==> src/hw/rtl/sdss_pkg.sv <==
// Shared types and constants for the SCAN disk seek scheduler.
// Used by sdss_key_cmp and scan_disk_seek_scheduler; depends on nothing.
`default_nettype none

package sdss_pkg;

    // Field widths
    localparam int TRACK_W  = 12;
    localparam int NUM_W    = 6;
    localparam int TOTAL_W  = 18;

    // Stream widths
    localparam int IN_TDATA_W  = 16;
    localparam int OUT_FIELD_W = NUM_W + 3 * TRACK_W + TOTAL_W;
    localparam int OUT_TDATA_W = 64;
    localparam int OUT_PAD_W   = OUT_TDATA_W - OUT_FIELD_W;
    localparam int OUT_TUSER_W = 2;

    // Bit positions in m_tuser
    localparam int TUSER_SWEEP   = 0;
    localparam int TUSER_DROPPED = 1;

    // Configuration port
    localparam int CFG_ADDR_W = 2;
    localparam logic [CFG_ADDR_W-1:0] REG_HEAD_POSITION = 2'd0;
    localparam logic [CFG_ADDR_W-1:0] REG_FIRST_TRACK   = 2'd1;
    localparam logic [CFG_ADDR_W-1:0] REG_LAST_TRACK    = 2'd2;

    localparam logic [TRACK_W-1:0] HEAD_POSITION_RST = 12'd67;
    localparam logic [TRACK_W-1:0] FIRST_TRACK_RST   = 12'd0;
    localparam logic [TRACK_W-1:0] LAST_TRACK_RST    = 12'd199;

    // Default batch capacity
    localparam int MAX_REQUESTS_DEF = 32;

    // Sequencer states
    typedef enum logic [1:0] {
        ST_LOAD,
        ST_SCAN,
        ST_PICK,
        ST_EMIT
    } sdss_state_t;

endpackage : sdss_pkg

`default_nettype wire

==> src/hw/rtl/sdss_key_cmp.sv <==
// Shared clamp and compare unit of the seek scheduler.
// Depends on sdss_pkg for the track width.
`default_nettype none

module sdss_key_cmp #(
    parameter int IDX_W = 5
) (
    input  logic [sdss_pkg::TRACK_W-1:0]         track_raw,
    input  logic [IDX_W:0]                       track_idx,
    input  logic [sdss_pkg::TRACK_W-1:0]         lo_track,
    input  logic [sdss_pkg::TRACK_W-1:0]         hi_track,
    input  logic                                 dir_down,
    input  logic [sdss_pkg::TRACK_W+IDX_W:0]     prev_key,
    input  logic [sdss_pkg::TRACK_W+IDX_W:0]     best_key,
    input  logic                                 best_found,
    output logic [sdss_pkg::TRACK_W+IDX_W:0]     cand_key,
    output logic                                 take
);
    import sdss_pkg::*;

    logic [TRACK_W-1:0] clamped;
    logic               past_prev;
    logic               beats_best;

    // Clamp the stored request into the valid track range.
    always_comb begin
        if (track_raw < lo_track) begin
            clamped = lo_track;
        end else if (track_raw > hi_track) begin
            clamped = hi_track;
        end else begin
            clamped = track_raw;
        end
    end

    // The key orders requests by track, ties by store slot, so duplicates
    // are each served once.
    assign cand_key = {clamped, track_idx};

    // Going up, pick the smallest key above the previous one; going down,
    // the largest key below it.
    always_comb begin
        if (dir_down) begin
            past_prev  = cand_key < prev_key;
            beats_best = cand_key > best_key;
        end else begin
            past_prev  = cand_key > prev_key;
            beats_best = cand_key < best_key;
        end
        take = past_prev && (!best_found || beats_best);
    end

endmodule : sdss_key_cmp

`default_nettype wire

==> src/hw/rtl/scan_disk_seek_scheduler.sv <==
// Top level of the SCAN disk seek scheduler: request store, sequencer, output register.
// Depends on sdss_pkg and sdss_key_cmp.
//
// Requests are loaded one per cycle on the slave stream; the transaction with
// tlast set closes the batch and starts scheduling, during which s_tready is
// low. Up to MAX_REQUESTS requests are kept; later ones are dropped and every
// move of that batch carries the dropped flag. Each request move needs a full
// pass over the n stored requests through the single read port of the request
// memory and the one shared compare unit: each request is read into a register
// and compared, then the sequencer picks the move and emits it. Moves are held
// in an output register, so the scheduler keeps working while the last move
// waits to be taken. Configuration must be written on the plain write port only
// while the block is idle; the block itself does not enforce this.
`default_nettype none

module scan_disk_seek_scheduler #(
    parameter int MAX_REQUESTS = sdss_pkg::MAX_REQUESTS_DEF
) (
    input  logic                               aclk,
    input  logic                               aresetn,

    // Request stream; tdata: request_track[11:0], zero fill above
    input  logic                               s_tvalid,
    output logic                               s_tready,
    input  logic [sdss_pkg::IN_TDATA_W-1:0]    s_tdata,
    input  logic                               s_tlast,

    // Move stream; tdata: move_number[5:0], from_track[17:6], to_track[29:18],
    // move_distance[41:30], running_total[59:42], zero fill above
    output logic                               m_tvalid,
    input  logic                               m_tready,
    output logic [sdss_pkg::OUT_TDATA_W-1:0]   m_tdata,
    // tuser: is_sweep_end[0], dropped_requests[1]
    output logic [sdss_pkg::OUT_TUSER_W-1:0]   m_tuser,
    output logic                               m_tlast,

    // Configuration write port
    input  logic                               cfg_wr_en,
    input  logic [sdss_pkg::CFG_ADDR_W-1:0]    cfg_wr_addr,
    input  logic [sdss_pkg::TRACK_W-1:0]       cfg_wr_data
);
    import sdss_pkg::*;

    localparam int IDX_W = $clog2(MAX_REQUESTS);
    localparam int CNT_W = $clog2(MAX_REQUESTS + 1);
    localparam int KEY_W = TRACK_W + IDX_W + 1;
    localparam logic [CNT_W-1:0] MAX_CNT = CNT_W'(MAX_REQUESTS);

    // Configuration registers
    logic [TRACK_W-1:0] head_reg;
    logic [TRACK_W-1:0] first_reg;
    logic [TRACK_W-1:0] last_reg;

    // Request memory
    logic [TRACK_W-1:0] req_mem [MAX_REQUESTS];
    logic [TRACK_W-1:0] rd_data_reg;

    // Sequencer state
    sdss_state_t        state_reg, state_next;
    logic [CNT_W-1:0]   count_reg, count_next;
    logic               ovf_reg, ovf_next;
    logic               phase_down_reg, phase_down_next;
    logic               sweep_pend_reg, sweep_pend_next;
    logic [CNT_W-1:0]   scan_cnt_reg, scan_cnt_next;
    logic               rd_vld_reg, rd_vld_next;
    logic [IDX_W-1:0]   rd_idx_reg, rd_idx_next;
    logic [KEY_W-1:0]   prev_key_reg, prev_key_next;
    logic [KEY_W-1:0]   best_key_reg, best_key_next;
    logic               found_reg, found_next;
    logic [CNT_W-1:0]   served_reg, served_next;
    logic               out_vld_reg, out_vld_next;

    // Move datapath
    logic [TRACK_W-1:0] pos_reg, pos_next;
    logic [TOTAL_W-1:0] total_reg, total_next;
    logic [NUM_W-1:0]   num_reg, num_next;
    logic [TRACK_W-1:0] mv_to_reg, mv_to_next;
    logic               mv_sweep_reg, mv_sweep_next;
    logic               mv_last_reg, mv_last_next;
    logic [OUT_TDATA_W-1:0] out_data_reg, out_data_next;
    logic [OUT_TUSER_W-1:0] out_user_reg, out_user_next;
    logic               out_last_reg, out_last_next;

    logic               s_accept;
    logic               out_free;
    logic [TRACK_W-1:0] lo_track;
    logic [TRACK_W-1:0] hi_track;
    logic [TRACK_W-1:0] head_clamp;
    logic [KEY_W-1:0]   head_key;
    logic [TRACK_W-1:0] move_dist;
    logic [TOTAL_W-1:0] new_total;
    logic [NUM_W-1:0]   new_num;
    logic [KEY_W-1:0]   cand_key;
    logic               cand_take;
    logic               do_sweep;

    assign s_tready = (state_reg == ST_LOAD);
    assign s_accept = s_tvalid && s_tready;
    assign out_free = !out_vld_reg || m_tready;

    assign m_tvalid = out_vld_reg;
    assign m_tdata  = out_data_reg;
    assign m_tuser  = out_user_reg;
    assign m_tlast  = out_last_reg;

    // Configuration writes; indexes beyond the list are ignored.
    always_ff @(posedge aclk) begin
        if (!aresetn) begin
            head_reg  <= HEAD_POSITION_RST;
            first_reg <= FIRST_TRACK_RST;
            last_reg  <= LAST_TRACK_RST;
        end else if (cfg_wr_en) begin
            case (cfg_wr_addr)
                REG_HEAD_POSITION: head_reg  <= cfg_wr_data;
                REG_FIRST_TRACK:   first_reg <= cfg_wr_data;
                REG_LAST_TRACK:    last_reg  <= cfg_wr_data;
                default: ;
            endcase
        end
    end

    // Valid range and clamped start position.
    always_comb begin
        lo_track = first_reg;
        hi_track = (last_reg < first_reg) ? first_reg : last_reg;
        if (head_reg < lo_track) begin
            head_clamp = lo_track;
        end else if (head_reg > hi_track) begin
            head_clamp = hi_track;
        end else begin
            head_clamp = head_reg;
        end
        // All-ones slot bits put the head key above every request at the head.
        head_key = {head_clamp, {(IDX_W + 1){1'b1}}};
    end

    // Request store: written while loading, read once per scan cycle.
    always_ff @(posedge aclk) begin
        if (s_accept && (count_reg < MAX_CNT)) begin
            req_mem[count_reg[IDX_W-1:0]] <= s_tdata[TRACK_W-1:0];
        end
        rd_data_reg <= req_mem[scan_cnt_reg[IDX_W-1:0]];
    end

    sdss_key_cmp #(
        .IDX_W (IDX_W)
    ) u_key_cmp (
        .track_raw  (rd_data_reg),
        .track_idx  ({1'b0, rd_idx_reg}),
        .lo_track   (lo_track),
        .hi_track   (hi_track),
        .dir_down   (phase_down_reg),
        .prev_key   (prev_key_reg),
        .best_key   (best_key_reg),
        .best_found (found_reg),
        .cand_key   (cand_key),
        .take       (cand_take)
    );

    // Distance and running figures of the move being emitted.
    always_comb begin
        move_dist = (mv_to_reg >= pos_reg) ? (mv_to_reg - pos_reg) : (pos_reg - mv_to_reg);
        new_total = total_reg + TOTAL_W'(move_dist);
        new_num   = num_reg + NUM_W'(1);
        do_sweep  = phase_down_reg && sweep_pend_reg && (pos_reg != hi_track);
    end

    // Sequencer: load, scan for the next request, pick the move, emit it.
    always_comb begin
        state_next      = state_reg;
        count_next      = count_reg;
        ovf_next        = ovf_reg;
        phase_down_next = phase_down_reg;
        sweep_pend_next = sweep_pend_reg;
        scan_cnt_next   = scan_cnt_reg;
        rd_vld_next     = 1'b0;
        rd_idx_next     = scan_cnt_reg[IDX_W-1:0];
        prev_key_next   = prev_key_reg;
        best_key_next   = best_key_reg;
        found_next      = found_reg;
        served_next     = served_reg;
        out_vld_next    = out_vld_reg && !m_tready;
        pos_next        = pos_reg;
        total_next      = total_reg;
        num_next        = num_reg;
        mv_to_next      = mv_to_reg;
        mv_sweep_next   = mv_sweep_reg;
        mv_last_next    = mv_last_reg;
        out_data_next   = out_data_reg;
        out_user_next   = out_user_reg;
        out_last_next   = out_last_reg;

        case (state_reg)
            ST_LOAD: begin
                if (s_accept) begin
                    if (count_reg < MAX_CNT) begin
                        count_next = count_reg + CNT_W'(1);
                    end else begin
                        ovf_next = 1'b1;
                    end
                    if (s_tlast) begin
                        state_next      = ST_SCAN;
                        phase_down_next = 1'b0;
                        sweep_pend_next = 1'b0;
                        prev_key_next   = head_key;
                        found_next      = 1'b0;
                        scan_cnt_next   = '0;
                        pos_next        = head_clamp;
                        total_next      = '0;
                        num_next        = '0;
                        served_next     = '0;
                    end
                end
            end

            ST_SCAN: begin
                // Issue one read per cycle; compare the registered data in the next cycle.
                if (scan_cnt_reg != count_reg) begin
                    rd_vld_next   = 1'b1;
                    scan_cnt_next = scan_cnt_reg + CNT_W'(1);
                end
                if (rd_vld_reg && cand_take) begin
                    best_key_next = cand_key;
                    found_next    = 1'b1;
                end
                if ((scan_cnt_reg == count_reg) && !rd_vld_reg) begin
                    state_next = ST_PICK;
                end
            end

            ST_PICK: begin
                if (found_reg) begin
                    if (phase_down_reg) begin
                        sweep_pend_next = 1'b0;
                    end
                    if (do_sweep) begin
                        // Lower requests remain: run on to the last track first.
                        mv_to_next    = hi_track;
                        mv_sweep_next = 1'b1;
                        mv_last_next  = 1'b0;
                    end else begin
                        mv_to_next    = best_key_reg[KEY_W-1 -: TRACK_W];
                        mv_sweep_next = 1'b0;
                        mv_last_next  = ((served_reg + CNT_W'(1)) == count_reg);
                        served_next   = served_reg + CNT_W'(1);
                        prev_key_next = best_key_reg;
                        found_next    = 1'b0;
                    end
                    state_next = ST_EMIT;
                end else if (!phase_down_reg) begin
                    // Nothing left above the head: turn and serve downward.
                    phase_down_next = 1'b1;
                    sweep_pend_next = 1'b1;
                    prev_key_next   = head_key;
                    scan_cnt_next   = '0;
                    state_next      = ST_SCAN;
                end else begin
                    state_next = ST_LOAD;
                    count_next = '0;
                    ovf_next   = 1'b0;
                end
            end

            ST_EMIT: begin
                if (out_free) begin
                    out_vld_next  = 1'b1;
                    out_data_next = {{OUT_PAD_W{1'b0}}, new_total, move_dist,
                                     mv_to_reg, pos_reg, new_num};
                    out_user_next = {ovf_reg, mv_sweep_reg};
                    out_last_next = mv_last_reg;
                    pos_next      = mv_to_reg;
                    total_next    = new_total;
                    num_next      = new_num;
                    if (mv_last_reg) begin
                        state_next = ST_LOAD;
                        count_next = '0;
                        ovf_next   = 1'b0;
                    end else if (mv_sweep_reg) begin
                        state_next = ST_PICK;
                    end else begin
                        scan_cnt_next = '0;
                        state_next    = ST_SCAN;
                    end
                end
            end

            default: begin
                state_next = ST_LOAD;
            end
        endcase
    end

    // Control registers.
    always_ff @(posedge aclk) begin
        if (!aresetn) begin
            state_reg      <= ST_LOAD;
            count_reg      <= '0;
            ovf_reg        <= 1'b0;
            phase_down_reg <= 1'b0;
            sweep_pend_reg <= 1'b0;
            scan_cnt_reg   <= '0;
            rd_vld_reg     <= 1'b0;
            found_reg      <= 1'b0;
            served_reg     <= '0;
            out_vld_reg    <= 1'b0;
        end else begin
            state_reg      <= state_next;
            count_reg      <= count_next;
            ovf_reg        <= ovf_next;
            phase_down_reg <= phase_down_next;
            sweep_pend_reg <= sweep_pend_next;
            scan_cnt_reg   <= scan_cnt_next;
            rd_vld_reg     <= rd_vld_next;
            found_reg      <= found_next;
            served_reg     <= served_next;
            out_vld_reg    <= out_vld_next;
        end
    end

    // Payload registers.
    always_ff @(posedge aclk) begin
        rd_idx_reg   <= rd_idx_next;
        prev_key_reg <= prev_key_next;
        best_key_reg <= best_key_next;
        pos_reg      <= pos_next;
        total_reg    <= total_next;
        num_reg      <= num_next;
        mv_to_reg    <= mv_to_next;
        mv_sweep_reg <= mv_sweep_next;
        mv_last_reg  <= mv_last_next;
        out_data_reg <= out_data_next;
        out_user_reg <= out_user_next;
        out_last_reg <= out_last_next;
    end

    // The fill count never passes the capacity.
    a_count_bound: assert property (@(posedge aclk) disable iff (!aresetn)
        count_reg <= MAX_CNT)
        else $error("request count above capacity");

    // A scan only runs while some stored request is still unserved.
    a_scan_pending: assert property (@(posedge aclk) disable iff (!aresetn)
        (state_reg == ST_SCAN) |-> (served_reg < count_reg))
        else $error("scan started with every request served");

    // An empty upward pass always turns; the downward pass always finds one.
    a_down_found: assert property (@(posedge aclk) disable iff (!aresetn)
        ((state_reg == ST_PICK) && !found_reg) |-> !phase_down_reg)
        else $error("downward pass found no request");

    // The move to the last track is always followed by a request move.
    a_sweep_not_last: assert property (@(posedge aclk) disable iff (!aresetn)
        (m_tvalid && m_tuser[TUSER_SWEEP]) |-> !m_tlast)
        else $error("sweep move marked as final move");

endmodule : scan_disk_seek_scheduler

`default_nettype wire
==> config.mk <==
export PLATFORM = sky130hd
export DESIGN_NAME = scan_disk_seek_scheduler
export DESIGN_NICKNAME = d
export VERILOG_FILES = /design/src/hw/rtl/sdss_pkg.sv /design/src/hw/rtl/sdss_key_cmp.sv /design/src/hw/rtl/scan_disk_seek_scheduler.sv
export SDC_FILE = /design/constraint.sdc
export NUM_CORES = 1
export LEC_CHECK = 0
export ABC_CLOCK_PERIOD_IN_PS = 7100
export BUFFER_PORTS_ARGS = -buffer_cell sky130_fd_sc_hd__buf_4
export CAP_MARGIN = 20
export CORE_MARGIN = 2
export CORE_UTILIZATION = 44
export CTS_CLUSTER_SIZE = 8
export DETAILED_ROUTE_END_ITERATION = 6
export HOLD_SLACK_MARGIN = 0.12
export PLACE_DENSITY = 0.66
export RECOVER_POWER = 25
export REMOVE_ABC_BUFFERS = 1
export SYNTH_ARGS = -nofsm -noshare
export SYNTH_HDL_FRONTEND = slang
export SYNTH_SLANG_ARGS = --single-unit
==> constraint.sdc <==
create_clock -name aclk -period 7.1 [get_ports aclk]
set_input_delay 0.355 -clock aclk [delete_from_list [all_inputs] [get_ports aclk]]
set_output_delay 0.355 -clock aclk [all_outputs]
set_load 0.005 [all_outputs]
==> run metrics <==
Final nets 2218; final WL 65500 um; Die Y around 260 um; Slew @ Worst Pin 1.59 ns; Psw 0.00379 W; peak supply drop 0.199 mV; Sw Ratio 0.317; number of failing hold endpoints at the final stage 0; min-delay src m_tready; DP Wirelength around 43000 um; Ys Warns 0; status complete, but fails checks; clock share of power 0.316; clk slew on worst S/H paths 0.05 ns; diode count 0; Critical path buffers and inverters 4; routed vias/inst about 5.6; R2R cell count 28; clock tree sinks 611; port buffer count 96; ys flop type edfxtp_1; Placement Setup Slack ~0.44 ns; Mapped Area 0.0279 sq mm; crit path launch type flip-flop; failing checks capacitance limit, slew limit; Critical Path Start first_reg[6]; die area approximately 0.065 sq mm; Synth Area per Inst 15.1 sq um; GP Congestion 0.885; Synth Instances 1853; worst skew pair latency ~0.65 ns; dpl cell area between 0.02 and 0.03 sq mm; asr flop ratio synth 0; drt first-iter violations 1302; CP Class flip-flop to flip-flop; row count 92; total gr overflow 0; CP Capture Type flip-flop; root buf cell clkbuf_16; Gate power share 0.290; maximum clock frequency 0.151 GHz; Max stage delay on crit path approximately 0.4 ns; CTS buffer count 86; Period minus WS final 6.62 ns; r2r endpoint best_key_reg[11]; area grow syn2layout 16.7%; Core ar. 0.0630 sq mm; maxcap violations 5; Hold WC Path Type input port to flip-flop; H-tree depth 3; Worst EP required 7.41 ns; pwr/cell area 367 mW/mm^2; reg2reg start first_reg[6]; worst hold stages 3; die width 256 um; Initial Utilization 0.443; Largest register FFs 384; Total GRT Usage 0.200; critical path endpoint best_key_reg[11]; crit share post-route 0.932; CTS max path bufs 3; Final Core Density 0.518; Final setup viols 0; Top Family by Delay on Critical Path compound AO/OA/AOI/OAI gates; Synth Register Bits 611; global-route wire length before repair 101000 um; Crit path arrival time around 7 ns; First-pass DRT Iterations 7; Leakage roughly 12 nW; CTS tree built; share of cells above drive strength 1 0.204; Crit path depth 28; residual DRC count 0; initial antenna violation count 0; Synth cell types 81; Seq pwr share 0.394; fin area 0.0326 sq mm; final max-slew violation count 165; Max FO, Critical Path 13; vias in the first global route 16800; Post-DRT Antenna Nets 0; Setup TNS 0 ns; EDFF count, synth 532; max_slew headroom -0.0606; largest net degree at the start of global routing 61; register area share after synthesis 0.629; Vias 16500; Int Power 0.00818 W; reg2reg setup slack 0.48 ns; io pins 105; setup ws final 0.483 ns; Crit-path slowest cell dfxtp_1; skew final 0.0525 ns; RSZ-0062 raised after global routing false; WL/cell 22.3 um; cell mode on critical path a21o_1
-- synth_stat cells, types with 10 or more instances --
master,count,area (sq um)
edfxtp_1,532,16000
ha_1,133,1660
nand2_1,130,488
mux4_2,120,2700
inv_1,105,394
nor2_1,88,330
dfxtp_1,79,1580
a21oi_1,63,315
clkbuf_1,53,199
o21ai_0,49,245
xnor2_1,46,403
a21o_1,35,263
xor2_1,31,272
mux2i_1,30,300
and2_1,26,163
nand3_1,25,125
mux2_2,23,259
nand4_1,23,144
a211oi_1,18,135
nor3_1,17,85.1
nor2b_1,15,93.8
a21boi_0,13,97.6
buf_1,13,48.8
a221o_1,12,120
a221oi_2,10,150
and3_1,10,62.6
nor3b_1,10,75.1
-- power by group through the flow --
stage | registers [W] | clock network (W) | logic (W)
5_1_grt | 0.00474 | 0.00400 | 0.00383
3_5_place_dp | 0.00478 | 0 | 0.00343
4_1_cts | 0.00472 | 0.00386 | 0.00346
3_3_place_gp | 0.00477 | 0 | 0.00333
6_report | 0.00471 | 0.00378 | 0.00347
2_1_floorplan | 0.00470 | 0 | 0.00248
-- per-layer routing --
layer  up-vias  track usage  routed length, um
met5         -            0                  0
met4         0       0.0682               1700
met3       115       0.0309               3120
met2       488        0.342              32500
met1      8324        0.260              28100
li1       7525            -                  -
-- logic make-up (layout without fill, tap and decap cells) --
family          Yosys count  in the layout  synth area share
flops                   611            611             0.629
simple gates            385            385            0.0667
compound gates          285            285            0.0750
buf+inv                 184            423            0.0263
mux                     173            173             0.117
fa+ha+maj               137            137            0.0621
xor+xnor                 77             77            0.0242
other cells               1              4          0.000134
-- timing repair --
item	in CTS	in global routing
buffers inserted	0	1
setup endpoints to repair	0	18
hold endpoints to repair	40	0
resized for setup	0	1
hold buffers	17	0
-- worst register-to-register path: cells and delay by family, from the launching register on --
| family | cells | cell delay [ns] |
|---|---|---|
| AO/OA/AOI/OAI | 10 | 2.38 |
| AND/OR/NAND/NOR | 9 | 1.62 |
| multiplexers | 2 | 0.45 |
| flip-flops | 1 | 0.41 |
| adder cells (fa/ha/maj) | 3 | 0.83 |
| buffers and inverters | 4 | 0.66 |
-- how the worst min path moves through the flow --
| stage | to | slack [ns] |
|---|---|---|
| after floorplan | m_tuser[1] | 0.41 |
| after global placement | best_key_reg[0] | 0.42 |
| after detailed placement | best_key_reg[0] | 0.43 |
| after CTS | req_mem[27][0] | 0.12 |
| after global routing | m_tvalid | 0.15 |
| final | m_tvalid | 0.15 |
-- per-stage QoR --
step	hold slack [ns]	std cells	total power, W
global route	0.151	2941	0.0126
finish	0.147	2941	0.0120
floorplan	0.408	1779	0.00718
detailed placement	0.434	2784	0.00821
global placement	0.416	2770	0.00810
CTS	0.121	2938	0.0120
-- area by class of cell --
type	count	area, sq um
clock buffers	130	2350
clock inverters	7	164
fillers	5127	30400
inverters	107	402
multi-input cells	1061	9670
flip-flops and latches	611	17600
well taps	846	1060
repair buffers	179	1380
-- layout by cell type (no fill, tap or decap), types with 6 or more instances in the layout --
| cell type | n |
|---|---|
| mux4_2 | 120 |
| a2111oi_0 | 6 |
| nand2b_1 | 9 |
| a21o_1 | 35 |
| a21oi_1 | 63 |
| nor3_1 | 17 |
| mux2_2 | 23 |
| a221oi_2 | 11 |
| a221oi_1 | 8 |
| nand4_1 | 23 |
| a211oi_1 | 18 |
| ha_1 | 132 |
| nor2_1 | 87 |
| o31ai_1 | 8 |
| inv_1 | 105 |
| o21ai_0 | 47 |
| a21boi_0 | 13 |
| dfxtp_1 | 76 |
| nor2b_1 | 15 |
| nor3b_1 | 10 |
| nand3_1 | 25 |
| or3_1 | 6 |
| buf_4 | 146 |
| mux2i_1 | 30 |
| and3_1 | 10 |
| and2_1 | 26 |
| clkbuf_16 | 87 |
| a221o_1 | 12 |
| nand2_1 | 130 |
| clkbuf_1 | 52 |
| edfxtp_1 | 532 |
| o211ai_1 | 8 |
| dlygate4sd3_1 | 17 |
| nand3b_1 | 7 |
| xor2_1 | 31 |
| xnor2_1 | 46 |
(Power assumes the default switching activity.)
